### src/hdl/cds_pkg.sv
package cds_pkg;

  localparam int LINES_DEFAULT = 2;
  localparam int CPL_DEFAULT   = 16;

  // Width of line * CHARS_PER_LINE + column before saturation (holds up to 127)
  localparam int SET_IDX_W  = 7;
  localparam int COUNT_W    = 8;
  localparam int NUM_W      = 16;
  localparam int NUM_DIGITS = 5;

  localparam logic [2:0] DIGIT_LAST = 3'(NUM_DIGITS - 1);

  localparam logic [7:0] CHAR_SPACE = 8'h20;
  localparam logic [7:0] CHAR_ZERO  = 8'h30;

  localparam logic [2:0] OP_WRITE_CHAR   = 3'd0;
  localparam logic [2:0] OP_SET_CURSOR   = 3'd1;
  localparam logic [2:0] OP_ADVANCE      = 3'd2;
  localparam logic [2:0] OP_CLEAR        = 3'd3;
  localparam logic [2:0] OP_BLANK        = 3'd4;
  localparam logic [2:0] OP_REFRESH      = 3'd5;
  localparam logic [2:0] OP_WRITE_NUMBER = 3'd6;

  typedef struct packed {
    logic [2:0]       operation;
    logic [7:0]       char_code;
    logic [1:0]       line;
    logic [3:0]       column;
    logic [COUNT_W-1:0] count;
    logic [NUM_W-1:0] number;
    logic             keep_zeros;
  } cmd_t;

  typedef struct packed {
    logic [1:0] out_line;
    logic [3:0] out_column;
    logic [7:0] out_char;
    logic       cell_valid;
    logic       last;
  } res_t;

  // mult * 10^(4 - place), place 0 is the ten-thousands digit
  function automatic logic [NUM_W:0] dec_multiple(input logic [2:0] place,
                                                  input logic [3:0] mult);
    logic [NUM_W:0] pw;
    case (place)
      3'd0:    pw = 17'd10000;
      3'd1:    pw = 17'd1000;
      3'd2:    pw = 17'd100;
      3'd3:    pw = 17'd10;
      default: pw = 17'd1;
    endcase
    return 17'(pw * {13'd0, mult});
  endfunction

endpackage

### src/hdl/char_display_shadow_buffer_unit.sv
// Character display buffer with a shadow copy for dirty tracking.
// Command items enter on cmd_valid/cmd_ready as one cmd_t; result items
// leave on res_valid/res_ready as one res_t. Only a refresh makes results:
// one per changed cell in ascending cell order, last set on the final one,
// or a single empty result (cell_valid 0, last 1) when nothing changed.
// Pace per item, N = LINES * CHARS_PER_LINE cells:
//   write char, set cursor, advance, unused code: handled in the accept cycle.
//   clear, blank: one cell write per cycle over all N cells.
//   write number: one digit per cycle.
//   refresh: the scan reads one cell and its shadow per cycle from the two
//   RAMs, and waits while the receiver stalls.
// The cell RAM and the shadow RAM each have one write and one registered
// read port; that port pair sets the one-cell-per-cycle pace.
// After reset a clearing pass over all N cells zeroes both RAMs;
// cmd_ready stays low until it ends. The cursor resets to cell 0.
// A stalled receiver holds the output register; the scan then waits on the
// next changed cell until the register frees up. A new command may be taken
// while the final result of a refresh still waits in the output register.
module char_display_shadow_buffer_unit import cds_pkg::*; #(
  parameter int LINES          = LINES_DEFAULT,
  parameter int CHARS_PER_LINE = CPL_DEFAULT
) (
  input  logic clk,
  input  logic rst,
  input  logic cmd_valid,
  output logic cmd_ready,
  input  cmd_t cmd,
  output logic res_valid,
  input  logic res_ready,
  output res_t res
);

  localparam int NUM_CELLS = LINES * CHARS_PER_LINE;
  localparam int CW        = (NUM_CELLS > 1) ? $clog2(NUM_CELLS) : 1;
  localparam int MW        = (CW > COUNT_W) ? CW : COUNT_W;
  localparam logic [CW-1:0] LAST_CELL = CW'(NUM_CELLS - 1);
  localparam logic [SET_IDX_W-1:0] LAST_SET = SET_IDX_W'(NUM_CELLS - 1);

  typedef enum logic [2:0] {
    S_SWEEP,
    S_IDLE,
    S_NUMBER,
    S_SCAN,
    S_FLUSH
  } state_t;

  state_t         state;
  logic [CW-1:0]  cursor;

  // clear / blank / post-reset sweep
  logic [CW-1:0]  sweep_idx;
  logic [7:0]     sweep_char;
  logic           sweep_shadow;

  // refresh scan
  logic [CW-1:0]  issue_idx;
  logic           issue_more;
  logic [CW-1:0]  cmp_idx;
  logic           cmp_vld;
  logic [CW-1:0]  pend_idx;
  logic [7:0]     pend_char;
  logic           pend_vld;

  // decimal conversion
  logic [2:0]       digit_place;
  logic [NUM_W-1:0] rem;
  logic             started;
  logic             keep;

  // RAM ports
  logic          cell_we, shadow_we;
  logic [CW-1:0] cell_waddr, shadow_waddr, rd_addr;
  logic [7:0]    cell_wdata, shadow_wdata, cell_rdata, shadow_rdata;

  logic                 accept;
  logic [CW-1:0]        cur_inc, cursor_fwd, cursor_set;
  logic [SET_IDX_W-1:0] set_idx;
  logic [3:0]           digit;
  logic [NUM_W:0]       digit_sub;
  logic                 write_digit;
  logic                 diff, out_free, stall;
  logic                 res_load;

  // Split the cell index into line and column by comparing with line starts
  function automatic res_t make_res(input logic [CW-1:0] idx, input logic [7:0] ch,
                                    input logic last_flag);
    res_t          r;
    logic [CW-1:0] base;
    r.out_line = 2'd0;
    base       = '0;
    for (int l = 1; l < LINES; l++) begin
      if (idx >= CW'(l * CHARS_PER_LINE)) begin
        r.out_line = 2'(l);
        base       = CW'(l * CHARS_PER_LINE);
      end
    end
    r.out_column = 4'(idx - base);
    r.out_char   = ch;
    r.cell_valid = 1'b1;
    r.last       = last_flag;
    return r;
  endfunction

  cds_ram #(.WIDTH(8), .DEPTH(NUM_CELLS)) u_cell_ram (
    .clk   (clk),
    .we    (cell_we),
    .waddr (cell_waddr),
    .wdata (cell_wdata),
    .raddr (rd_addr),
    .rdata (cell_rdata)
  );

  cds_ram #(.WIDTH(8), .DEPTH(NUM_CELLS)) u_shadow_ram (
    .clk   (clk),
    .we    (shadow_we),
    .waddr (shadow_waddr),
    .wdata (shadow_wdata),
    .raddr (rd_addr),
    .rdata (shadow_rdata)
  );

  assign cmd_ready = (state == S_IDLE);
  assign accept    = cmd_valid & cmd_ready;

  // Cursor moves; all saturate at the last cell
  always_comb begin
    cur_inc = (cursor == LAST_CELL) ? LAST_CELL : cursor + CW'(1);
    cursor_fwd = (MW'(LAST_CELL - cursor) > MW'(cmd.count)) ?
                 cursor + CW'(cmd.count) : LAST_CELL;
    set_idx = SET_IDX_W'(cmd.line) * SET_IDX_W'(CHARS_PER_LINE) + SET_IDX_W'(cmd.column);
    cursor_set = (set_idx > LAST_SET) ? LAST_CELL : CW'(set_idx);
  end

  // One decimal digit per cycle: largest multiple of the place value that fits
  always_comb begin
    digit = 4'd0;
    for (int m = 1; m <= 9; m++) begin
      if ({1'b0, rem} >= dec_multiple(digit_place, 4'(m))) begin
        digit = 4'(m);
      end
    end
    digit_sub   = dec_multiple(digit_place, digit);
    write_digit = started | keep | (digit != 4'd0) | (digit_place == DIGIT_LAST);
  end

  // Scan: compare stage waits when a second changed cell finds the output busy
  assign diff     = (cell_rdata != shadow_rdata);
  assign out_free = !res_valid || res_ready;
  assign stall    = cmp_vld && diff && pend_vld && !out_free;
  assign rd_addr  = stall ? cmp_idx : issue_idx;

  // Load the output register with a held-back cell or the closing result
  assign res_load = ((state == S_SCAN) && cmp_vld && diff && pend_vld && !stall) ||
                    ((state == S_FLUSH) && out_free);

  always_comb begin
    cell_we      = 1'b0;
    cell_waddr   = cursor;
    cell_wdata   = cmd.char_code;
    shadow_we    = 1'b0;
    shadow_waddr = cmp_idx;
    shadow_wdata = cell_rdata;
    unique case (state)
      S_SWEEP: begin
        cell_we      = 1'b1;
        cell_waddr   = sweep_idx;
        cell_wdata   = sweep_char;
        shadow_we    = sweep_shadow;
        shadow_waddr = sweep_idx;
        shadow_wdata = 8'd0;
      end
      S_IDLE: begin
        cell_we = accept && (cmd.operation == OP_WRITE_CHAR);
      end
      S_NUMBER: begin
        cell_we    = write_digit;
        cell_wdata = CHAR_ZERO + 8'(digit);
      end
      S_SCAN: begin
        shadow_we = cmp_vld && diff && !stall;
      end
      default: begin
      end
    endcase
  end

  always_ff @(posedge clk) begin
    if (rst) begin
      state        <= S_SWEEP;
      cursor       <= '0;
      sweep_idx    <= '0;
      sweep_char   <= 8'd0;
      sweep_shadow <= 1'b1;
      issue_more   <= 1'b0;
      cmp_vld      <= 1'b0;
      pend_vld     <= 1'b0;
      res_valid    <= 1'b0;
    end else begin
      if (res_load) begin
        res_valid <= 1'b1;
      end else if (res_ready) begin
        res_valid <= 1'b0;
      end
      unique case (state)
        S_SWEEP: begin
          sweep_idx <= sweep_idx + CW'(1);
          if (sweep_idx == LAST_CELL) begin
            state <= S_IDLE;
          end
        end
        S_IDLE: begin
          if (accept) begin
            unique case (cmd.operation)
              OP_WRITE_CHAR:   cursor <= cur_inc;
              OP_SET_CURSOR:   cursor <= cursor_set;
              OP_ADVANCE:      cursor <= cursor_fwd;
              OP_CLEAR: begin
                sweep_idx    <= '0;
                sweep_char   <= CHAR_SPACE;
                sweep_shadow <= 1'b1;
                state        <= S_SWEEP;
              end
              OP_BLANK: begin
                sweep_idx    <= '0;
                sweep_char   <= CHAR_SPACE;
                sweep_shadow <= 1'b0;
                state        <= S_SWEEP;
              end
              OP_REFRESH: begin
                issue_idx  <= '0;
                issue_more <= 1'b1;
                cmp_vld    <= 1'b0;
                pend_vld   <= 1'b0;
                state      <= S_SCAN;
              end
              OP_WRITE_NUMBER: begin
                rem         <= cmd.number;
                digit_place <= '0;
                started     <= 1'b0;
                keep        <= cmd.keep_zeros;
                state       <= S_NUMBER;
              end
              default: begin
              end
            endcase
          end
        end
        S_NUMBER: begin
          rem         <= rem - digit_sub[NUM_W-1:0];
          started     <= write_digit;
          digit_place <= digit_place + 3'd1;
          if (write_digit) begin
            cursor <= cur_inc;
          end
          if (digit_place == DIGIT_LAST) begin
            state <= S_IDLE;
          end
        end
        S_SCAN: begin
          if (!stall) begin
            // hold one changed cell back so the final one can carry last
            if (cmp_vld && diff) begin
              if (pend_vld) begin
                res <= make_res(pend_idx, pend_char, 1'b0);
              end
              pend_vld  <= 1'b1;
              pend_idx  <= cmp_idx;
              pend_char <= cell_rdata;
            end
            if (issue_more) begin
              cmp_idx   <= issue_idx;
              cmp_vld   <= 1'b1;
              issue_idx <= issue_idx + CW'(1);
              if (issue_idx == LAST_CELL) begin
                issue_more <= 1'b0;
              end
            end else begin
              cmp_vld <= 1'b0;
              if (!cmp_vld) begin
                state <= S_FLUSH;
              end
            end
          end
        end
        S_FLUSH: begin
          if (out_free) begin
            if (pend_vld) begin
              res <= make_res(pend_idx, pend_char, 1'b1);
            end else begin
              res <= '{out_line: 2'd0, out_column: 4'd0, out_char: 8'd0,
                       cell_valid: 1'b0, last: 1'b1};
            end
            pend_vld <= 1'b0;
            state    <= S_IDLE;
          end
        end
        default: begin
          state <= S_IDLE;
        end
      endcase
    end
  end

endmodule

### src/hdl/cds_ram.sv
module cds_ram import cds_pkg::*; #(
  parameter int WIDTH = 8,
  parameter int DEPTH = 32
) (
  input  logic                                    clk,
  input  logic                                    we,
  input  logic [((DEPTH > 1) ? $clog2(DEPTH) : 1)-1:0] waddr,
  input  logic [WIDTH-1:0]                        wdata,
  input  logic [((DEPTH > 1) ? $clog2(DEPTH) : 1)-1:0] raddr,
  output logic [WIDTH-1:0]                        rdata
);

  logic [WIDTH-1:0] mem [DEPTH];

  always_ff @(posedge clk) begin
    if (we) begin
      mem[waddr] <= wdata;
    end
    rdata <= mem[raddr];
  end

endmodule
### config.mk
export PLATFORM = sky130hd
export DESIGN_NAME = char_display_shadow_buffer_unit
export DESIGN_NICKNAME = d
export VERILOG_FILES = /design/src/hdl/cds_pkg.sv /design/src/hdl/char_display_shadow_buffer_unit.sv /design/src/hdl/cds_ram.sv
export SDC_FILE = /design/constraint.sdc
export NUM_CORES = 1
export LEC_CHECK = 0
export BUFFER_PORTS_ARGS = -buffer_cell sky130_fd_sc_hd__buf_2
export CAP_MARGIN = 20
export CORE_MARGIN = 5
export CORE_UTILIZATION = 55
export CTS_CLUSTER_DIAMETER = 40
export DETAILED_ROUTE_END_ITERATION = 7
export PLACE_DENSITY = 0.71
export SETUP_SLACK_MARGIN = 0.2
export SLEW_MARGIN = 30
export SYNTH_ARGS = -nofsm -noshare
export SYNTH_HDL_FRONTEND = slang
export SYNTH_SLANG_ARGS = --single-unit
### constraint.sdc
create_clock -name clk -period 19.81 [get_ports clk]
set_input_delay 1.981 -clock clk [delete_from_list [all_inputs] [get_ports clk]]
set_output_delay 1.981 -clock clk [all_outputs]
set_load 0.005 [all_outputs]
-- Word-level counts from Yosys, hierarchy flattened
Memories as Yosys holds them, arrays and structs flattened. A register that Yosys moved wholly into a read port is not among the register bits.
Index checks and enable logic that the tools add are counted.
- register bits: 79
- bits in writable memories: 512
- bits of input ports: 46
- output and inout bits: 18
- logic and storage cells: 220
- memories kept: 2
- add/sub/neg operators: 11
- multiply operators: 6
- $lt $le $gt $ge: 12
- equal/unequal tests: 34
- mux-type cells: 87
- bitwise logic cells: 6
- reductions and logical operators: 40
- memory list (memory ; words ; bits a word ; rd ports ; clocked after memory_dff ; write ports ; RTL line ; RTL):
    u_cell_ram.mem ; 32 ; 8 ; 1 ; 1 ; 1 ; cds_ram.sv:13 ; logic [WIDTH-1:0] mem [DEPTH];
    u_shadow_ram.mem ; 32 ; 8 ; 1 ; 1 ; 1 ; cds_ram.sv:13 ;
- operators with widths (kind ; count):
    $ge 16x17->1 ; 9
    $mux 16 ; 7
    $mux 5 ; 14
    $mux 4 ; 16
    $pmux 16 s2 ; 2
    $pmux 14 s4 ; 1
    $mul 17x3->17 const B ; 2
    $pmux 5 s2 ; 3
    $mux 3 ; 9
    $reduce_and 4->1 ; 6
    $mux 1 ; 22
    $ne 2x2->1 const B ; 10
    $eq 3x2->1 const B ; 6
    $reduce_and 6->1 ; 3
    $mul 17x2->16 const B ; 1
    $mul 17x2->17 const B ; 1
    $mul 17x4->16 ; 1
    $mul 17x4->17 const B ; 1
    $pmux 8 s2 ; 1
    $sub 16x16->16 ; 1
    $add 5x1->5 const B ; 3
    $eq 3x3->1 const B ; 5
    $eq 5x5->1 const B ; 3
    $pmux 3 s5 ; 1
    other kinds (33) ; 68

-- Longest topological paths before layout
Gate-level depths: netlist of run 1.
- word-level depth: 18
- mapped depth: 41

-- By module
From an unflattened synthesis of run 1, not the netlist that was laid out.
- cells, all modules: 1972
- area total of the unflattened synthesis: 29887.4 µm²
- by module, submodules not included (module ; times used ; cells an instance ; area an instance (µm²) ; seq. area each (µm²)):
    cds_ram ; 2 ; 417 ; 10053.4 ; 7847.5
    char_display_shadow_buffer_unit ; 1 ; 1138 ; 9780.6 ; 2152.1

-- Worst setup path before layout of run 1
OpenSTA, ideal clock, no wires.
- kind: flip-flop to flip-flop
- start: register digit_place[1]
- end: register rem[15] (data pin)
- setup time: 266 ps
- arrival time: 9255 ps
- path slack: 10290 ps
- cell stages (with the launch flop): 42
- buffers on the path: 2
- clock period less this slack: 9520 ps
- cells stage by stage: edfxtp_1 inv_1 ha_1 clkbuf_1 nand2_1 clkinv_1 nor2_1 inv_1 ha_1 inv_1 fa_1 o21ai_0 a21oi_1 inv_1 a21oi_1 o21ai_0 a2111o_1 ha_1 [... 6 more ...] buf_2 a31o_2 nor2_1 fa_1 inv_1 fa_1 inv_1 fa_1 inv_1 ha_1 a21o_1 a21o_1 a21oi_1 nor2_1 a211oi_1 o21ai_0 nand4_1 or3b_1
- cells in the longest elaborated chain, start to end: 15
- elaborated cells on any way between the ends: 31
- those cells by class: 1 x add/sub; 6 x mul; 9 x order compare; 3 x eq/ne; 11 x mux; 1 x reduce/logical
- RTL lines (element ; RTL line ; RTL):
    start, declared ; char_display_shadow_buffer_unit.sv:65 ; logic [2:0] digit_place;
    start signal, assigned ; char_display_shadow_buffer_unit.sv:251 ; digit_place <= digit_place + 3'd1;
    $eq 3x2->1 (tied with other cells) ; cds_pkg.sv:47 ; case (place)
    $pmux 14 s4 (*) ; cds_pkg.sv:47 ;
    parallel branches: the longest is 10 deep, another holds $mul 17x2->17 ; n/a ;
    $mul 17x4->16 (*) ; cds_pkg.sv:54 ; return 17'(pw * {13'd0, mult});
    $sub 16x16->16 (*) ; char_display_shadow_buffer_unit.sv:249 ; rem <= rem - digit_sub[NUM_W-1:0];
    $pmux 16 s2 (*) ; char_display_shadow_buffer_unit.sv:204 ; unique case (state)
    end signal, assigned ; char_display_shadow_buffer_unit.sv:237 ; rem <= cmd.number;
    end signal, assigned ; char_display_shadow_buffer_unit.sv:249 ;
    end, declared ; char_display_shadow_buffer_unit.sv:66 ; logic [NUM_W-1:0] rem;
Every way passes the cells marked *.
A chain may end at the register's enable or synchronous reset.

-- Final worst setup path of run 1
Ends and elaborated chain as after synthesis.

==> flow_summary.yaml, run 1 <==
placed_design:
  hpwl_um: 54170
  io_buffers: 62
  gp_congestion: 1.014
  dpl_cell_area_um2: 31810
yosys:
  synth_area_leaders: "edfxtp_1 (56%), ha_1 (7.1%), nor2_1 (4.7%)"
  synth.largest_area_cell: "edfxtp_1"
  synthFlopType: "edfxtp_1"
  synth_area_um2: 30660
  yosysTopAreaCellShare: 0.5593
  synth_edf_count: 571
  seq_area_frac_synth: 0.5822
  synth_cell_types: 81
  async_flop_share: 0
  netlist_instances: 2740
  ys_warn_count: 0
  syn_area_per_cell_um2: 11.19
  ys_ff_latch: 606
grt:
  grt_pass1_vias: 21940
  gr-total-overflow: 0
  antenna_found_initial: 0
  grt_max_degree: 164
  grt_use_total: 0.2701
  grt_pass1_wl_um: 126500
clock_network:
  insertion_delay_ns: 0.64
  cts_hold_buffers: 0
  post_cts_resized: 0
  cts.sinks: 606
  cts_buffers: 80
  ctsRootBufferMaster: "clkbuf_16"
  clkTransAtPathRegs_ns: 0.06
  cts_tree: "yes"
  cts_max_path_buffers: 3
  postCtsSetupBuffers: 0
  htreeDepth: 3
sta:
  finalCriticalPeriod_ns: 11.49
  tightest_slew_ns: 1.046
  finalCritPeriodShare: 0.5798
  fmax_mhz: 87.06
  rsz0062_at_grt: "false"
  slew_headroom: 0.2977
  fin_worst_skew_ns: 0.02662
  hold_viol_final: 0
  final.setup.tns_ns: 0
  slew_violations: 0
  setup_viol: 0
  whs_ns: 0.4838
die:
  rows: 86
  initial_core_util: 0.5554
  core_um2: 55200
  die_h_um: 246.1
  io_pins: 64
  fp.dieW_um: 246.1
  die_area_um2: 60560
setup_path:
  crit_end: "rem[15]"
  worstSetupStartpoint: "digit_place[1]"
  r2r-start: "digit_place[1]"
  critPathMaxFanout: 14
  cpMostUsedCell: "inv_1"
  crit_slowest_cell: "nor2_1"
  rrSetupSlack_ns: 8.32
  cp_data_arrival_time_ns: 11.85
  ff2ff_path_depth: 39
  r2r_end: "rem[15]"
  path_class: "flop to flop"
  worstSetupStartpointType: "flop"
  required_ns: 20.17
  crit_path_max_incr_delay_ns: 0.72
  endpoint_kind: "flop"
finish:
  syn_to_final_growth_pct: 12.92
  drive_gt1_frac: 0.1006
  nets: 3055
  fill_cells: 4186
  antenna_cells: 0
  final_area_um2: 34620
route:
  drtIter0Drc: 2156
  routed_wl_um: 82760
  drt-pass1-iter-count: 5
  drt-vias-per-instance: 6.112
  via_count: 22080
  drt-wirelength-per-cell_um: 22.91
  ant_nets: 0
  post-route-drc-count: 0
power:
  vdd_drop_max_v: 0.00007263
  power_density_nw_per_um2: 83.84
  leakagePower_nw: 12.64
flow_run:
  maxCapViolCount: 0
status:
  status: "finished clean"
min_path:
  hold_class: "flop to flop"
cell families (layout without fill, tap and decap cells):
kind of cell | after synthesis | in the layout | synth area share
flops | 606 | 606 | 0.5822
xor+xnor | 56 | 56 | 0.01600
fa+ha+maj | 213 | 213 | 0.09648
mux | 41 | 41 | 0.01347
simple gates | 1007 | 1007 | 0.1454
buf+inv | 266 | 388 | 0.03387
other cells | 2 | 4 | 0.0002450
compound gates | 549 | 549 | 0.1124
synthesized netlist by cell type (all sizes together), types with 5 or more instances:
cell type  number
o21a            9
edfxtp        571
and2           26
and4            5
dfxtp          35
nand2b         10
a41oi          35
a21oi         107
xnor2          33
nand3         104
o31ai          16
mux2i          39
inv           138
a31o            5
ha            174
a211o           8
buf            36
a31oi          53
a211oi         16
nor3           32
a21o           25
nor3b          12
clkbuf         91
and3           10
o211ai         10
nand4          20
a32oi          32
or3             5
nand2         324
nand3b          7
o21ai         204
nor2          382
nor2b          31
fa             39
nor4           25
xor2           23
report_power, final:
group / switching [mW] / internal, mW
Clock: 0.597 / 0.865
Combinational: 0.0282 / 0.0121
Sequential: 0.00476 / 1.40
Total: 0.630 / 2.27
through the flow:
step / power [mW] / worst slack (ns) / util / instances
final: 2.903 / 8.324 / 0.6271 / 3612
after global routing: 2.978 / 7.671 / 0.6271 / 3612
after CTS: 2.916 / 8.525 / 0.6268 / 3612
after detailed placement: 1.466 / 8.621 / 0.5763 / 3462
after global placement: 1.464 / 9.063 / 0.5758 / 3462
after floorplan: 1.448 / 10.29 / - / 2742
cell type report:
cell class / instances / area [um^2] / area share
timing repair buffer: 99 / 600.6 / 0.01735
tap: 748 / 935.9 / 0.02703
inverter: 139 / 521.8 / 0.01507
multi-input combinational: 1870 / 11920 / 0.3444
sequential: 606 / 17850 / 0.5155
clock buffer: 89 / 2046 / 0.05909
clock inverter: 61 / 744.5 / 0.02150
cell usage in the layout, fill, tap and decap left out, types with 39 or more instances in the layout:
cell	netlist	final
ha_1	174	174
fa_1	39	39
inv_1	137	137
clkbuf_16	0	80
a21oi_1	106	95
edfxtp_1	571	571
nand2_1	323	320
buf_2	29	62
nor2_1	381	380
o21ai_0	181	178
nand3_1	104	104
a31oi_1	52	51
worst max-delay path, delay by kind of cell (launching register included):
family | cells | cell delay (ns)
buffers and inverters | 8 | 1.29
and+or+nand+nor | 11 | 3.48
xor gates and xnor gates | 1 | 0.15
AOI/OAI and AO/OA | 11 | 2.29
DFF | 1 | 0.48
adders and majority gates | 8 | 3.50
routing by layer:
layer | routed length [um] | global-route usage | part of all wire | vias to the layer above
li1 | - | - | - | 10100
met1 | 32500 | 0.3478 | 0.39 | 10830
met2 | 41200 | 0.4603 | 0.50 | 925
met3 | 5248 | 0.03916 | 0.063 | 221
met4 | 3803 | 0.1162 | 0.046 | 0
met5 | 0 | 0 | 0 | -
sequential cells by signal, summed over array words and instances (netlist names), 3 cells and up:
name and cells:
u_shadow_ram.mem 256, res 15, u_shadow_ram.rdata 8, u_cell_ram.rdata 8
rem 16, issue_idx 5, state 3, u_cell_ram.mem 256
digit_place 3, cursor 5, pend_char 8, cmp_idx 5
sweep_idx 5, pend_idx 5
how the worst min path moves through the flow:
stage	from	to	slack, ns	depth (start not counted)
floorplan	issue_idx[2]	cmp_idx[2]	0.42	0
CTS	sweep_char[5]	sweep_char[5]	0.47	2
finish	sweep_char[5]	sweep_char[5]	0.48	2
global route	sweep_char[5]	sweep_char[5]	0.52	2
global placement	sweep_char[5]	sweep_char[5]	0.44	2
detailed placement	sweep_char[5]	sweep_char[5]	0.46	2
Note: power is estimated with default switching activity, not from simulation.
==> inputs of run 2 (changes only) <==
Settings changed: PLACE_DENSITY 0.71 to 0.74.
Clock period 19.81 ns to 9.72 ns, I/O delays scaled along.
==> run 2 against run 1 <==
  * Sequential share of layout area shrank 0.44 points
  * Critical path depth shrank 3
  * Flip-flop and latch count is the same
==> flow_summary.yaml, run 2 (synthesis gave the netlist of run 1 again) <==
status:
  status: "finished clean"
setup_path:
  crit_path_max_incr_delay_ns: 0.69
  ff2ff_path_depth: 36
  crit_slowest_cell: "or4_2"
  endpoint_kind: "flop"
  r2r_end: "rem[15]"
  cp_data_arrival_time_ns: 9.46
  required_ns: 10.07
  rrSetupSlack_ns: 0.61
  worstSetupStartpointType: "flop"
  critPathMaxFanout: 10
  path_class: "flop to flop"
  r2r-start: "digit_place[1]"
route:
  drt-pass1-iter-count: 7
  routed_wl_um: 83900
  ant_nets: 0
  post-route-drc-count: 0
  via_count: 22350
  drt-vias-per-instance: 6.152
  drt-wirelength-per-cell_um: 23.09
  drtIter0Drc: 2158
sta:
  final.setup.tns_ns: 0
  finalCritPeriodShare: 0.9372
  slew_headroom: 0.2850
  slew_violations: 0
  fmax_mhz: 109.8
  rsz0062_at_grt: "false"
  fin_worst_skew_ns: 0.03376
  tightest_slew_ns: 1.065
  hold_viol_final: 0
  fin_ws_ns: 0.6101
  setup_viol: 0
  finalCriticalPeriod_ns: 9.110
clock_network:
  cts_hold_buffers: 0
  insertion_delay_ns: 0.62
  cts_buffers: 82
  cts_max_path_buffers: 3
  ctsRootBufferMaster: "clkbuf_16"
  htreeDepth: 3
  cts_tree: "yes"
  clkTransAtPathRegs_ns: 0.05
  cts.sinks: 606
power:
  total_power_mw: 6.064
  leakagePower_nw: 12.80
  power_density_nw_per_um2: 173.7
  vdd_drop_max_v: 0.0001333
grt:
  gr-total-overflow: 0
  grt_max_degree: 173
  grt_pass1_wl_um: 128600
  antenna_found_initial: 0
  grt_use_total: 0.2740
  grt_pass1_vias: 22270
finish:
  drive_gt1_frac: 0.1102
  top_regs: "u_cell_ram.mem (256), u_shadow_ram.mem (256), rem (16)"
  antenna_cells: 0
  syn_to_final_growth_pct: 13.90
  multiInputGateArea_um2: 11980
  fill_cells: 4170
  layout_commonest_cell: "edfxtp_1"
  final_util: 0.6326
  seqCellArea_um2: 17850
  final_area_um2: 34920
  mostFrequentLayoutCells: "edfxtp_1 (571), nor2_1 (379), nand2_1 (320)"
  nets: 3075
die:
  initial_core_util: 0.5554
  fp.dieW_um: 246.1
  die_h_um: 246.1
  rows: 86
  die_area_um2: 60560
  core_um2: 55200
  io_pins: 64
placed_design:
  hpwl_um: 54990
  dpl_cell_area_um2: 31910
  gp_congestion: 1.008
  io_buffers: 62
  pre_cts_slack_ns: 0.4372
min_path:
  hold_path_depth: 2
  worst_hold_path.endpoint: "sweep_char[5]"
  hold_class: "flop to flop"
  min_from: "sweep_char[5]"
flow_run:
  maxCapViolCount: 0
run 2: through the flow:
step	hold WS, ns	std cells
detailed placement	0.4782	3475
finish	0.4839	3633
floorplan	0.4244	2742
global route	0.5346	3633
global placement	0.4443	3475
CTS	0.4892	3628
run 2: worst max-delay path by stage:
| stage | startpoint | endpoint | slack (ns) | depth (start not counted) |
|---|---|---|---|---|
| final | digit_place[1] | rem[15] | 0.61 | 36 |
| after CTS | digit_place[1] | rem[15] | 0.37 | 38 |
| after global routing | digit_place[1] | rem[15] | 0.20 | 36 |
| after floorplan | digit_place[1] | rem[15] | 0.37 | 41 |
| after global placement | digit_place[1] | rem[15] | 0.70 | 39 |
| after detailed placement | digit_place[1] | rem[15] | 0.44 | 38 |
run 2: what timing repair did:
action	CTS	global route
buffers inserted	0	4
resized for setup	0	10
endpoints found under the setup margin	0	4
run 2: routing by layer:
layer	global-route usage	part of all wire
met3	0.04437	0.076
met4	0.1239	0.048
met2	0.4654	0.49
met1	0.3485	0.39
met5	0	0
run 2: cell type report:
cell class                 count  area share
clock inverter                54     0.02003
inverter                     139     0.01494
timing repair buffer         117     0.02136
multi-input combinational   1870      0.3431
clock buffer                  99     0.06271
sequential                   606      0.5111
tap                          748     0.02680
run 2: where the power goes:
group	total, mW	internal, mW	leakage (nW)	switching (mW)
clock	3.12	1.96	1.40	1.17
combinational	0.0842	0.0251	5.86	0.0591
sequential	2.85	2.84	5.54	0.0106
run 2: worst max-delay path, delay by kind of cell, from the launching register on:
kind,cells,cell delay [ns]
adder cells (fa/ha/maj),8,2.98
AND/OR/NAND/NOR,11,2.56
AO/OA/AOI/OAI,9,1.88
buffers and inverters,8,0.95
flip-flops,1,0.48
==> inputs of run 3 (changes only) <==
Settings changed: ABC_AREA from default to 1.
==> run 3 against run 2 <==
  * Clock skew grew 0.0047 ns
  * Synthesized cell count grew 20%
  * Critical path depth grew 4
  * Design area grew 3.4%
  * Power grew 47%
  * Sequential power grew 24%
  * Non-clock buffer count shrank 12
  * Flip-flop and latch count is the same
  * Area after synthesis grew 5.2%
  * Critical path type unchanged
==> flow_summary.yaml, run 3 <==
status:
  status: "finished clean"
route:
  ant_nets: 0
  wl_met2_um: 38210
  route.met3.wl_um: 5584
  drt-pass1-iter-count: 5
  top_layer_used: "met4"
  post-route-drc-count: 0
  drt-vias-per-instance: 5.554
  drtIter0Drc: 2322
  via_count: 23240
  wl_met1_um: 32550
  drt-wirelength-per-cell_um: 18.72
  routed_wl_um: 78350
setup_path:
  worstSetupStartpointType: "flop"
  path_buf_inv: 8
  required_ns: 10.11
  cpMostUsedCell: "inv_1"
  path_depth: 40
  crit_slowest_cell: "fa_1"
  ff2ff_path_depth: 40
  cp_data_arrival_time_ns: 9.33
  endpoint_kind: "flop"
  crit_path_max_incr_delay_ns: 0.57
  cpLargestDelayFamily: "adder cells"
  path_class: "flop to flop"
  critPathMaxFanout: 10
grt:
  grt_max_degree: 258
  grt_pass1_wl_um: 122000
  gr-total-overflow: 0
  antenna_found_initial: 0
  grt_pass1_vias: 22150
  grt_use_total: 0.2428
min_path:
  hold_path_depth: 0
  hold_class: "flop to flop"
clock_network:
  ctsRootBufferMaster: "clkbuf_16"
  cts_buffers: 80
  clkTransAtPathRegs_ns: 0.06
  cts.sinks: 606
  insertion_delay_ns: 0.64
  cts_tree: "yes"
  htreeDepth: 3
  cts_max_path_buffers: 3
sta:
  rsz0062_at_grt: "false"
  finalCriticalPeriod_ns: 8.939
  setup_viol: 0
  hold_viol_final: 0
  slew_violations: 0
  tightest_slew_ns: 0.9245
  fin_worst_skew_ns: 0.03842
  fmax_mhz: 111.9
  slew_headroom: 0.3837
  final.setup.tns_ns: 0
  finalCritPeriodShare: 0.9197
finish:
  mostFrequentLayoutCells: "nand2_1 (686), edfxtp_1 (571), inv_1 (525)"
  layout_commonest_cell: "nand2_1"
  antenna_cells: 0
  drive_gt1_frac: 0.08626
  nets: 3613
  syn_to_final_growth_pct: 11.95
  top_regs: "u_cell_ram.mem (256), u_shadow_ram.mem (256), rem (16)"
  fill_cells: 4624
placed_design:
  io_buffers: 62
  gp_congestion: 0.9699
  hpwl_um: 50900
power:
  leakagePower_nw: 15.13
  total_power_mw: 8.915
  power_density_nw_per_um2: 247.0
  vdd_drop_max_v: 0.0002602
flow_run:
  maxCapViolCount: 0
yosys:
  seq_area_frac_synth: 0.5535
  synth_common_cells: "nand2_1 (688), edfxtp_1 (571), inv_1 (527)"
  netlist_instances: 3288
  synth_cell_types: 51
  synth_area_um2: 32250
  synth_edf_count: 571
  syn_area_per_cell_um2: 9.807
  yosysTopAreaCellShare: 0.5317
  async_flop_share: 0
  synth.largest_area_cell: "edfxtp_1"
  synthFlopType: "edfxtp_1"
  synth_most_common_cell: "nand2_1"
  ys_ff_latch: 606
  ys_warn_count: 0
  synth_area_leaders: "edfxtp_1 (53%), nand2_1 (8.0%), ha_1 (6.8%)"
die:
  fp.dieW_um: 252.1
  io_pins: 64
  die_h_um: 252.1
  core_um2: 57920
  initial_core_util: 0.5568
  rows: 88
  die_area_um2: 63570
==> run 3: final cells by class <==
cell class | count | area [um^2] | area share
clock buffers | 94 | 2096 | 0.05805
clock inverters | 54 | 675.6 | 0.01872
inverters | 533 | 2007 | 0.05559
multi-input cells | 2028 | 11820 | 0.3274
flip-flops and latches | 606 | 17850 | 0.4944
well taps | 765 | 957.2 | 0.02651
repair buffers | 105 | 698.2 | 0.01934
==> run 3: kinds of logic (layout without fill, tap and decap cells) <==
family / count (synthesis) / count (layout) / synth area share
AOI/OAI and AO/OA: 474 / 474 / 0.09064
xor gates and xnor gates: 45 / 45 / 0.01222
adders and majority gates: 213 / 213 / 0.09173
buffers and inverters: 656 / 786 / 0.08335
DFF: 606 / 606 / 0.5535
other: 2 / 4 / 0.0002329
and+or+nand+nor: 1292 / 1292 / 0.1684
==> run 3: final timing paths <==
path | start | endpoint | slack [ns]
hold / removal | u_cell_ram.rdata[1] | pend_char[1] | 0.43
setup reg to reg | digit_place[1] | rem[15] | 0.78
hold reg to reg | u_cell_ram.rdata[1] | pend_char[1] | 0.43
setup / recovery | digit_place[1] | rem[15] | 0.78
==> run 3: what timing repair did <==
| item | 4_1_cts | 5_1_grt |
|---|---|---|
| hold buffers | 0 | 0 |
| setup buffers | 0 | 3 |
| gates resized for setup | 0 | 8 |
| setup endpoints to repair | 0 | 7 |
==> run 3: metrics by stage <==
stage	util	cell area (um^2)	instances	setup WS (ns)	hold slack (ns)
final	0.6233	36100	4185	0.7805	0.4288
after global routing	0.6233	36100	4185	0.2087	0.4399
after CTS	0.6216	36000	4180	0.2899	0.4302
after detailed placement	0.5737	33230	4032	0.3649	0.4280
after global placement	0.5737	33220	4032	0.6035	0.4266
after floorplan	-	32250	3290	1.270	0.4082
==> run 3: worst reg2reg max path: cells and delay by family (launching register included) <==
family | cells | cell delay [ns]
compound gates | 9 | 1.87
buf+inv | 8 | 1.05
simple gates | 14 | 1.86
xor+xnor | 1 | 0.14
flops | 1 | 0.50
fa+ha+maj | 8 | 3.32
==> run 3: where the power goes <==
part | switching [mW] | internal (mW)
clock | 1.17 | 1.82
sequential | 0.116 | 3.42
combinational | 1.72 | 0.661
==> run 3: metal layers <==
| layer | global-route usage | up-vias |
|---|---|---|
| met5 | 0 | - |
| met4 | 0.07537 | 0 |
| met3 | 0.04095 | 143 |
| met2 | 0.4041 | 873 |
| met1 | 0.3305 | 10960 |
| li1 | - | 11270 |
